--- src/sv/tlvts_pkg.sv ---
// ----------------------------------------------------------------------------
// tlvts_pkg
// Types, constants and helpers shared by the tag-length-value search decoder.
// ----------------------------------------------------------------------------
package tlvts_pkg;

	localparam int unsigned MAX_BUFFER_BYTES_DEF = 65536;
	localparam int unsigned HDR_LEN              = 5;
	localparam int unsigned MAX_VALUE_BYTES      = 8;

	typedef enum logic [1:0] {
		ST_OK            = 2'd0,
		ST_NOT_SUPPORTED = 2'd1,
		ST_NOT_FOUND     = 2'd2,
		ST_OUT_OF_RANGE  = 2'd3
	} status_t;

	typedef struct packed {
		logic [7:0] data_byte;
		logic       last_byte;
	} in_item_t;

	typedef struct packed {
		logic [1:0]  status;
		logic [63:0] value;
		logic [15:0] value_length;
		logic [16:0] end_offset;
	} out_item_t;

	function automatic logic [7:0] hdr_byte(input logic [2:0] idx);
		logic [7:0] b;
		case (idx)
			3'd0: b = 8'h00;
			3'd1: b = 8'h00;
			3'd2: b = 8'h00;
			3'd3: b = 8'h01;
			3'd4: b = 8'h01;
			default: b = 8'h00;
		endcase
		return b;
	endfunction

endpackage

--- src/sv/tlvts_parser.sv ---
// ----------------------------------------------------------------------------
// tlvts_parser
// Byte-wise tuple parser: header check, tag match, unsigned value decode.
// ----------------------------------------------------------------------------
module tlvts_parser #(
	parameter int unsigned MAX_BUFFER_BYTES = tlvts_pkg::MAX_BUFFER_BYTES_DEF
) (
	input  logic                 clk,
	input  logic                 arst_n,
	input  logic                 step,
	input  tlvts_pkg::in_item_t  item,
	input  logic [15:0]          wanted_tag,
	output tlvts_pkg::out_item_t res
);

	localparam int unsigned OFFW = $clog2(MAX_BUFFER_BYTES + 1);

	typedef enum logic [5:0] {
		PH_TAG_HI = 6'b000001,
		PH_TAG_LO = 6'b000010,
		PH_LEN_HI = 6'b000100,
		PH_LEN_LO = 6'b001000,
		PH_VALUE  = 6'b010000,
		PH_DONE   = 6'b100000
	} phase_t;

	phase_t      phase_q,   phase_n;
	logic [OFFW-1:0] off_q, off_n;
	logic        hok_q,     hok_n;
	logic [15:0] tag_q,     tag_n;
	logic [15:0] len_q,     len_n;
	logic [15:0] left_q,    left_n;
	logic [63:0] acc_q,     acc_n;
	logic [3:0]  sig_q,     sig_n;
	logic        collect_q, collect_n;
	logic        found_q,   found_n;
	logic        range_q,   range_n;
	logic [OFFW-1:0] mend_q, mend_n;
	logic [15:0] len_v;
	logic        first_v;
	logic [OFFW+16:0] mend_ext;

	always_comb begin
		phase_n   = phase_q;
		off_n     = off_q;
		hok_n     = hok_q;
		tag_n     = tag_q;
		len_n     = len_q;
		left_n    = left_q;
		acc_n     = acc_q;
		sig_n     = sig_q;
		collect_n = collect_q;
		found_n   = found_q;
		range_n   = range_q;
		mend_n    = mend_q;
		len_v     = len_q | {8'h00, item.data_byte};
		first_v   = (left_q == len_q);
		if (off_q < OFFW'(MAX_BUFFER_BYTES)) begin
			if (off_q < OFFW'(tlvts_pkg::HDR_LEN)
					&& item.data_byte != tlvts_pkg::hdr_byte(off_q[2:0])) begin
				hok_n = 1'b0;
			end
			case (phase_q)
				PH_TAG_HI: begin
					tag_n   = {item.data_byte, 8'h00};
					phase_n = PH_TAG_LO;
				end
				PH_TAG_LO: begin
					tag_n   = tag_q | {8'h00, item.data_byte};
					phase_n = PH_LEN_HI;
				end
				PH_LEN_HI: begin
					len_n   = {item.data_byte, 8'h00};
					phase_n = PH_LEN_LO;
				end
				PH_LEN_LO: begin
					len_n = len_v;
					if (len_v == 16'h0000) begin
						if (tag_q == wanted_tag) begin
							collect_n = 1'b0;
							found_n   = 1'b1;
							range_n   = 1'b1;
							mend_n    = off_q + OFFW'(1);
							phase_n   = PH_DONE;
						end else begin
							phase_n = PH_TAG_HI;
						end
					end else begin
						left_n    = len_v;
						acc_n     = 64'h0;
						sig_n     = 4'd0;
						collect_n = (tag_q == wanted_tag);
						found_n   = 1'b0;
						range_n   = 1'b0;
						phase_n   = PH_VALUE;
					end
				end
				PH_VALUE: begin
					if (collect_q) begin
						if (first_v && item.data_byte[7]) begin
							range_n = 1'b1;
						end
						if (!(first_v && item.data_byte == 8'h00)) begin
							if (sig_q < 4'd9) begin
								sig_n = sig_q + 4'd1;
							end
							acc_n = {acc_q[55:0], item.data_byte};
						end
					end
					left_n = left_q - 16'd1;
					if (left_n == 16'h0000) begin
						if (collect_q) begin
							if (sig_n > 4'(tlvts_pkg::MAX_VALUE_BYTES)) begin
								range_n = 1'b1;
							end
							collect_n = 1'b0;
							found_n   = 1'b1;
							mend_n    = off_q + OFFW'(1);
							phase_n   = PH_DONE;
						end else begin
							phase_n = PH_TAG_HI;
						end
					end
				end
				default: begin
				end
			endcase
			off_n = off_q + OFFW'(1);
		end
	end

	always_comb begin
		mend_ext = {17'h00000, mend_n};
		res      = '0;
		if (!hok_n || off_n < OFFW'(tlvts_pkg::HDR_LEN)) begin
			res.status = tlvts_pkg::ST_NOT_SUPPORTED;
		end else if (found_n) begin
			res.status       = range_n ? tlvts_pkg::ST_OUT_OF_RANGE : tlvts_pkg::ST_OK;
			res.value        = range_n ? 64'h0 : acc_n;
			res.value_length = len_n;
			res.end_offset   = mend_ext[16:0];
		end else begin
			res.status = tlvts_pkg::ST_NOT_FOUND;
		end
	end

	always_ff @(posedge clk or negedge arst_n) begin
		if (!arst_n) begin
			phase_q   <= PH_TAG_HI;
			off_q     <= '0;
			hok_q     <= 1'b1;
			tag_q     <= '0;
			len_q     <= '0;
			left_q    <= '0;
			acc_q     <= '0;
			sig_q     <= '0;
			collect_q <= 1'b0;
			found_q   <= 1'b0;
			range_q   <= 1'b0;
			mend_q    <= '0;
		end else if (step) begin
			if (item.last_byte) begin
				phase_q   <= PH_TAG_HI;
				off_q     <= '0;
				hok_q     <= 1'b1;
				tag_q     <= '0;
				len_q     <= '0;
				left_q    <= '0;
				acc_q     <= '0;
				sig_q     <= '0;
				collect_q <= 1'b0;
				found_q   <= 1'b0;
				range_q   <= 1'b0;
				mend_q    <= '0;
			end else begin
				phase_q   <= phase_n;
				off_q     <= off_n;
				hok_q     <= hok_n;
				tag_q     <= tag_n;
				len_q     <= len_n;
				left_q    <= left_n;
				acc_q     <= acc_n;
				sig_q     <= sig_n;
				collect_q <= collect_n;
				found_q   <= found_n;
				range_q   <= range_n;
				mend_q    <= mend_n;
			end
		end
	end

endmodule

--- src/sv/tlv_tag_search_uint_decoder.sv ---
// Order: a byte accepted into item_s1 is parsed at the edge on which it steps the
// parser; the result item of a last byte is registered at that same edge.
// Throughput: one byte per cycle; a last byte waits only while the result
// register still holds an item that has not been taken.
// Reset: arst_n clears the parser to the tag-high phase, wanted_tag to zero and
// both valid flags.
// ----------------------------------------------------------------------------
// tlv_tag_search_uint_decoder
// Searches a tag-length-value buffer for one tag and decodes its value.
// ----------------------------------------------------------------------------
module tlv_tag_search_uint_decoder #(
	parameter int unsigned MAX_BUFFER_BYTES = tlvts_pkg::MAX_BUFFER_BYTES_DEF
) (
	input  logic                 clk,
	input  logic                 arst_n,
	input  logic                 in_valid,
	output logic                 in_ready,
	input  tlvts_pkg::in_item_t  in_item,
	output logic                 out_valid,
	input  logic                 out_ready,
	output tlvts_pkg::out_item_t out_item,
	input  logic                 cfg_wr_en,
	input  logic [15:0]          cfg_wr_data
);

	logic                 valid_s1;
	tlvts_pkg::in_item_t  item_s1;
	logic                 out_valid_q;
	tlvts_pkg::out_item_t out_item_q;
	logic [15:0]          wanted_tag_q;
	logic                 out_free;
	logic                 step;
	tlvts_pkg::out_item_t res;

	assign out_free  = !out_valid_q || out_ready;
	assign step      = valid_s1 && (!item_s1.last_byte || out_free);
	assign in_ready  = !valid_s1 || step;
	assign out_valid = out_valid_q;
	assign out_item  = out_item_q;

	tlvts_parser #(
		.MAX_BUFFER_BYTES(MAX_BUFFER_BYTES)
	) u_parser (
		.clk       (clk),
		.arst_n    (arst_n),
		.step      (step),
		.item      (item_s1),
		.wanted_tag(wanted_tag_q),
		.res       (res)
	);

	always_ff @(posedge clk or negedge arst_n) begin
		if (!arst_n) begin
			wanted_tag_q <= '0;
		end else if (cfg_wr_en) begin
			wanted_tag_q <= cfg_wr_data;
		end
	end

	always_ff @(posedge clk or negedge arst_n) begin
		if (!arst_n) begin
			valid_s1 <= 1'b0;
		end else if (in_ready) begin
			valid_s1 <= in_valid;
		end
	end

	always_ff @(posedge clk) begin
		if (in_ready && in_valid) begin
			item_s1 <= in_item;
		end
	end

	always_ff @(posedge clk or negedge arst_n) begin
		if (!arst_n) begin
			out_valid_q <= 1'b0;
		end else if (step && item_s1.last_byte) begin
			out_valid_q <= 1'b1;
		end else if (out_ready) begin
			out_valid_q <= 1'b0;
		end
	end

	always_ff @(posedge clk) begin
		if (step && item_s1.last_byte) begin
			out_item_q <= res;
		end
	end

endmodule

--- config.mk ---
export PLATFORM = sky130hd
export DESIGN_NAME = tlv_tag_search_uint_decoder
export DESIGN_NICKNAME = d
export VERILOG_FILES = /design/src/sv/tlvts_pkg.sv /design/src/sv/tlvts_parser.sv /design/src/sv/tlv_tag_search_uint_decoder.sv
export SDC_FILE = /design/constraint.sdc
export NUM_CORES = 1
export LEC_CHECK = 0
export BUFFER_PORTS_ARGS = -buffer_cell sky130_fd_sc_hd__buf_2
export CAP_MARGIN = 10
export CORE_MARGIN = 8
export CORE_UTILIZATION = 42
export DETAILED_ROUTE_END_ITERATION = 7
export GPL_ROUTABILITY_DRIVEN = 0
export PLACE_DENSITY = 0.58
export SYNTH_ARGS = -nofsm -noshare
export SYNTH_HDL_FRONTEND = slang
export SYNTH_SLANG_ARGS = --single-unit
--- constraint.sdc ---
create_clock -name clk -period 10.2 [get_ports clk]
set_clock_uncertainty 0.15 [all_clocks]
set_input_delay 0.51 -clock clk [delete_from_list [all_inputs] [get_ports clk]]
set_output_delay 0.51 -clock clk [all_outputs]
set_load 0.02 [all_outputs]
Word level (Yosys, flattened, before mapping). Index checks and enable logic that the tools add are counted.

RAM bits: 0. Output and inout bits: 101. Latch bits: 0. Memory bits (read-only): 0. Memories: 0. Register bits after elaboration: 286.

Divide/modulo/power cells: 0. Reduce and logical (&&, ||, !) cells: 29. Bitwise operators: 3. Order comparisons: 5. Shift-type cells: 0. Equal/unequal tests: 13. $add $sub $neg: 3. $mul: 0. Multiplexer cells: 73.

Operators with widths (count): 64-bit 2-to-1 mux (5); 17-bit 2-to-1 mux (8); 64-bit one-hot mux with 2 select lines (1); 16-bit 2-to-1 mux (7); 16-bit one-hot mux with 2 select lines (3); 6-bit 2-to-1 mux (6); 17-bit by 3-bit less-than comparator with 1-bit output (second input constant) (2); 17-bit one-hot mux with 2 select lines (1); 16-bit equality test (2); 16-bit zero test (2); 4-bit 2-to-1 mux (8); 16-bit by 8-bit OR with 16-bit output (2); 6-bit one-hot mux with 5 select lines (1); 1-bit 2-to-1 mux (26); 17-bit by 1-bit adder with 17-bit output (second input constant) (1); 17-bit less-than comparator (second input constant) (1); 16-bit by 1-bit subtractor with 16-bit output (second input constant) (1); 8-bit zero test (1); 8-bit 2-to-1 mux (1); 8-bit != test (1); 4-bit one-hot mux with 2 select lines (1); 4-bit AND reduction (2); 6-bit by 1-bit equality test with 1-bit output (second input constant) (1); 6-bit by 2-bit equality test with 1-bit output (second input constant) (1); other kinds (24) (41).

Longest topological paths before layout.
Depth in word-level cells: 14. Gate-level depth with buffers: 14. Depth with buffers taken out: 9.

Modules after synthesis. Synthesis repeated with hierarchy kept, for this count alone.

Cell total of the unflattened synthesis: 1231. Area, all modules: 14144.8 um^2.

By module, submodules not included: tlvts_parser (seq. area each 4006.3 um^2, cells each 1079, instances 1, area an instance 10152.2 um^2); tlv_tag_search_uint_decoder (seq. area each 3693.5 um^2, cells each 152, instances 1, area an instance 3992.6 um^2).

Worst setup path after synthesis. OpenSTA, ideal clock, no wires.

Path kind: register -> register. Start: reg item_s1[0] (netlist bit). End: reg out_item_q (netlist bit out_item[0]) (enable). Clock period less this slack: 5.839 ns. Required time: 9.492 ns. Arrival time: 5.131 ns. Setup time: 0.558 ns. Cell stages (with the launch flop): 6. Path slack: 4.361 ns. Buffers on the path: 1. Path through: edfxtp_1 inv_1 or3_1 nand2_1 clkbuf_1 nor2_1.

Longest elaborated chain between the ends: 4.

Ends and longest elaborated chain: start, declared (line tlv_tag_search_uint_decoder.sv:27) `tlvts_pkg::in_item_t item_s1;`; start signal, assigned (line tlv_tag_search_uint_decoder.sv:70) `item_s1 <= in_item;`; 1-bit zero test (line tlv_tag_search_uint_decoder.sv:36) `assign step = valid_s1 && (!item_s1.last_byte || out_free);`; 1-bit logical OR (line tlv_tag_search_uint_decoder.sv:36); 1-bit logical AND (line tlv_tag_search_uint_decoder.sv:36); 1-bit logical AND (*) (line tlv_tag_search_uint_decoder.sv:85) `if (step && item_s1.last_byte) begin`; end signal, assigned (line tlv_tag_search_uint_decoder.sv:86) `out_item_q <= res;`; end, declared (line tlv_tag_search_uint_decoder.sv:29) `tlvts_pkg::out_item_t out_item_q;`.

Mark *: on every way between the ends. The rest lies on a longest branch, timed or not. A chain may end at the register's enable or synchronous reset.

Worst setup path after layout.
Start: reg u_parser.left_q[0]. End: reg out_item_q (netlist bit out_item[50]), data pin.

Longest elaborated chain between the ends: 13. Elaborated cells on any way between the ends: 26. Classes of those cells: add/sub: 1; order compare: 1; eq/ne: 1; mux: 18; bitwise: 1; reduce/logical: 4.

Ends and longest elaborated chain: start, declared (line tlvts_parser.sv:32) `logic [15:0] left_q, left_n;`; start signal, assigned (line tlvts_parser.sv:181) `left_q <= left_n;`; 16-bit equality test (line tlvts_parser.sv:57) `first_v = (left_q == len_q);`; 1-bit logical AND (line tlvts_parser.sv:103) `if (!(first_v && item.data_byte == 8'h00)) begin`; 4-bit 2-to-1 mux (line tlvts_parser.sv:103); 4-bit 2-to-1 mux (line tlvts_parser.sv:99) `if (collect_q) begin`; 4-bit 2-to-1 mux (line tlvts_parser.sv:63) `case (phase_q)`; 4-bit 2-to-1 mux (line tlvts_parser.sv:58) `if (off_q < OFFW'(MAX_BUFFER_BYTES)) begin`; 4-bit greater-than comparator (line tlvts_parser.sv:113) `if (sig_n > 4'(tlvts_pkg::MAX_VALUE_BYTES)) begin`; 1-bit 2-to-1 mux (line tlvts_parser.sv:113); 1-bit 2-to-1 mux (line tlvts_parser.sv:112) `if (collect_q) begin`; 1-bit 2-to-1 mux (line tlvts_parser.sv:111) `if (left_n == 16'h0000) begin`; 1-bit one-hot mux with 2 select lines (line tlvts_parser.sv:63); 1-bit 2-to-1 mux (line tlvts_parser.sv:58); 3-bit OR reduction (no source line).

Parallel ways exist; a longest one is shown, timed or not. The select of a mux whose other input is x is not followed.

==> flow_summary_export.csv <==
group,metric,value,unit
run_status,status,"finished, violations left",
global_route,grt_pass1_vias,11263,
sta,slew_violations,0,
floorplanning,die_area,40400,um^2
floorplanning,core_area,33620,um^2
setup_path,r2r-start,"u_parser.left_q[0]",
setup_path,r2r_cells,10,
finish,drive_gt1_share,16.93,%
synthesis,synth_edf_count,108,
global_route,grt_pass1_wl,65.09,mm
setup_path,slowest_stage,"or4b_1",
synthesis,ys_seq_elements,286,
setup_path,path_delay_family,"simple AND/OR/NAND/NOR gates",
drt,vias,11645,
synthesis,synth.distinct_cells,75,
setup_path,critPathBufInv,2,
setup_path,path_depth,10,
global_route,grt_antenna_before_repair,0,
setup_path,endpoint,"out_item[50]",
global_route,grt_use_total,19.49,%
cts,cts_buffers,35,
cts,cts_tree,"done",
synthesis,yosysWarnings,0,
setup_path,required,10380,ps
cts,post_cts_buffers,0,
sta,setup_viol_count_final,0,
finish,nets,1493,
hold_path,hold_class,"input port to asynchronous set/reset pin",
setup_path,cp-start-kind,"flop",
cts,cts_sinks,286,
drt,drt-wirelength-per-cell,21.18,um
synthesis,async_reset_ff_share,62.24,%
synthesis,yosys_most_used_dff,"dfrtp_1",
synthesis,syn-cell-area,14370,um^2
cts,cts_hold_buf,0,
drt,routed_wl,40.90,mm
setup_path,worst_setup_path_end_kind,"flop",
setup_path,r2r_slack,5540,ps
placement,dp_hpwl,26.12,mm
global_route,grt_max_degree,106,
sta,fmax,214.6,MHz
run_status,violations,"negative hold slack",
power,p_leak,6.321,nW
setup_path,startpoint,"u_parser.left_q[0]",
finish,fillCellCount,3071,
setup_path,rr_endpoint,"out_item[50]",
cts,cts_resized,0,
floorplanning,die_y,201.0,um
sta,setup_tns,0,ps
sta,rsz0062_at_grt,"no",
power,ir_drop,0.0001346,V
setup_path,crit_fanout,77,
drt,dr.first_iter.drc_count,1056,
drt,drc_errors,0,
finish,antenna_cells,0,
synthesis,synth.avg_cell_area,10.24,um^2
finish,layout.cells.non_filler,1931,
cts,root_buffer,"clkbuf_16",
setup_path,arrival,4840,ps
placement,portBuffers,130,
sta,fin_crit_sh,45.68,%
synthesis,syn_inst,1403,
cts,htree_levels,2,
flow_run,cap_violations,0,
global_route,overflow,0,
floorplanning,rows,67,
drt,drtPass1Iterations,6,
setup_path,cp_cell_sequence,"inv_1, ha_1, or4b_1, nor4_1, xnor2_1, o211ai_2, or3_1, a221o_4, buf_4, nor3_1",
placement,placed_cells,1867,
sta,period_minus_slack,4659,ps
setup_path,cp_slowest_stage_delay,680,ps
power,power_density,179.6,nW/um^2
synthesis,ys_seq_area_share,53.57,%
sta,max-slew-margin-rel,22.22,%
sta,hold_viol_final,13,
finish,syn_to_final_growth,14.00,%
floorplanning,die_w,201.0,um
floorplanning,ios,131,
cts,cts_buffer_depth,3,
drt,drtAntennaViolNets,0,
sta,worst_pin_slew,1159,ps
sta,whs,-21.80,ps
drt,viasPerCell,6.031,
cts,clock_latency,520,ps
cts,cts.clk_slew.worst_paths,60,ps
setup_path,criticalPathCategory,"flop to flop",
synthesis,syn_nets,1440,
floorplanning,initial_core_util,42.76,%
report_power, final:
part	switching [W]	leakage, nW	total [W]	internal [W]
clock	0.000483	0.585	0.00128	0.000796
combinational	0.000207	2.22	0.000330	0.000123
sequential	0.0000720	3.52	0.00133	0.00126
total	0.000762	6.32	0.00294	0.00218
cells by family after synthesis:
kind of cell    count (synthesis)  synth area share (%)
compound gates                455                 21.29
xor+xnor                       55                 3.352
fa+ha+maj                       7                0.6094
buf+inv                       149                 4.457
flops                         286                 53.57
mux                            22                 1.689
simple gates                  429                 15.03
placed cells by master, fill, tap and decap left out, types with 17 or more instances in the layout:
cell type  netlist  layout
xor2_1          27      27
nand2_1        131     130
mux2_2          18      18
inv_1           17      17
nor3_1          95      95
o21ai_0        128     128
nand3_1         20      20
buf_4            2      18
clkbuf_16        0      36
a22o_1          41      40
nor4_1          22      22
dfrtp_1        176     176
edfxtp_1       108     108
nor2_1          70      69
buf_2           23     129
a22oi_1        142     142
xnor2_1         28      28
a21oi_1         54      54
cell usage after synthesis, types with 4 or more instances:
master,number,area (um^2)
nor3b_1,4,30.03
nand2_1,131,491.7
o21ai_0,128,640.6
and4_1,4,35.03
mux2_2,18,202.7
buf_2,23,115.1
a22o_1,41,359.1
a31oi_1,5,31.28
o311ai_0,4,35.03
o22ai_1,4,25.02
or3_1,8,50.05
buf_1,11,41.29
nand3_1,20,100.1
nor3_2,11,110.1
mux2i_1,4,40.04
nor3_1,95,475.5
buf_6,6,67.56
and3_1,8,50.05
a211oi_1,6,45.04
nand2b_1,11,68.82
a21oi_1,54,270.3
clkbuf_1,90,337.8
and2_1,7,43.79
edfxtp_1,108,3243
nand4b_1,5,43.79
nand4_1,13,81.33
o2bb2ai_1,8,70.07
xnor2_1,28,245.2
inv_1,17,63.81
dfrtp_1,176,4404
ha_1,7,87.58
a21o_1,4,30.03
nor4_1,22,137.6
a22oi_1,142,1066
o31ai_1,17,127.6
o21ai_1,4,20.02
xor2_1,27,236.5
a311oi_1,4,35.03
nor2_1,70,262.8
layer usage:
metal  up-vias  GRT usage, %  routed length [um]
li1       5392             -                   -
met1      5761         27.27               18480
met2       412         30.31               18700
met3        80         3.711                2663
met4         0         5.782                1058
met5         -             0                   0
flip-flops by register name, indices dropped and copies added, names as in the netlist:
register / cells
u_parser.len_q: 16
u_parser.hok_q: 1
u_parser.range_q: 1
u_parser.sig_q: 4
u_parser.tag_q: 16
u_parser.off_q: 17
u_parser.collect_q: 1
item_s1: 9
u_parser.mend_q: 17
out_item: 99
u_parser.left_q: 16
out_valid: 1
u_parser.acc_q: 64
u_parser.found_q: 1
valid_s1: 1
u_parser.phase_q: 6
wanted_tag_q: 16
final cells by class:
class	instances	area, um^2	share of cell area (%)
clock inverters	12	172.7	1.054
well taps	448	560.5	3.421
clock buffers	52	1021	6.231
multi-input cells	968	6075	37.08
inverters	17	63.81	0.3895
flip-flops and latches	286	7700	46.99
repair buffers	148	792.0	4.834
through the flow:
step | total power, W | hold slack, ps | area (um^2) | utilization, % | setup slack, ps
floorplan | 0.001573 | 64.41 | 14370 | - | 4361
global placement | 0.001679 | 325.4 | 15190 | 45.19 | 5757
detailed placement | 0.001683 | 321.6 | 15190 | 45.19 | 5631
CTS | 0.002968 | 8.292 | 16380 | 48.74 | 5604
global route | 0.003050 | 9.241 | 16380 | 48.74 | 5251
finish | 0.002943 | -21.80 | 16380 | 48.74 | 5541
worst min path at each step:
stage,slack (ps),cells past startpoint,startpoint,endpoint
after floorplan,60,0,arst_n,out_valid
after global placement,330,1,u_parser.mend_q[15],u_parser.mend_q[15]
after detailed placement,320,1,u_parser.mend_q[15],u_parser.mend_q[15]
after CTS,8,1,in_item[7],item_s1[7]
after global routing,9,1,in_item[7],item_s1[7]
final,-20,1,arst_n,u_parser.left_q[9]
Note: power is estimated with default switching activity, not from simulation.
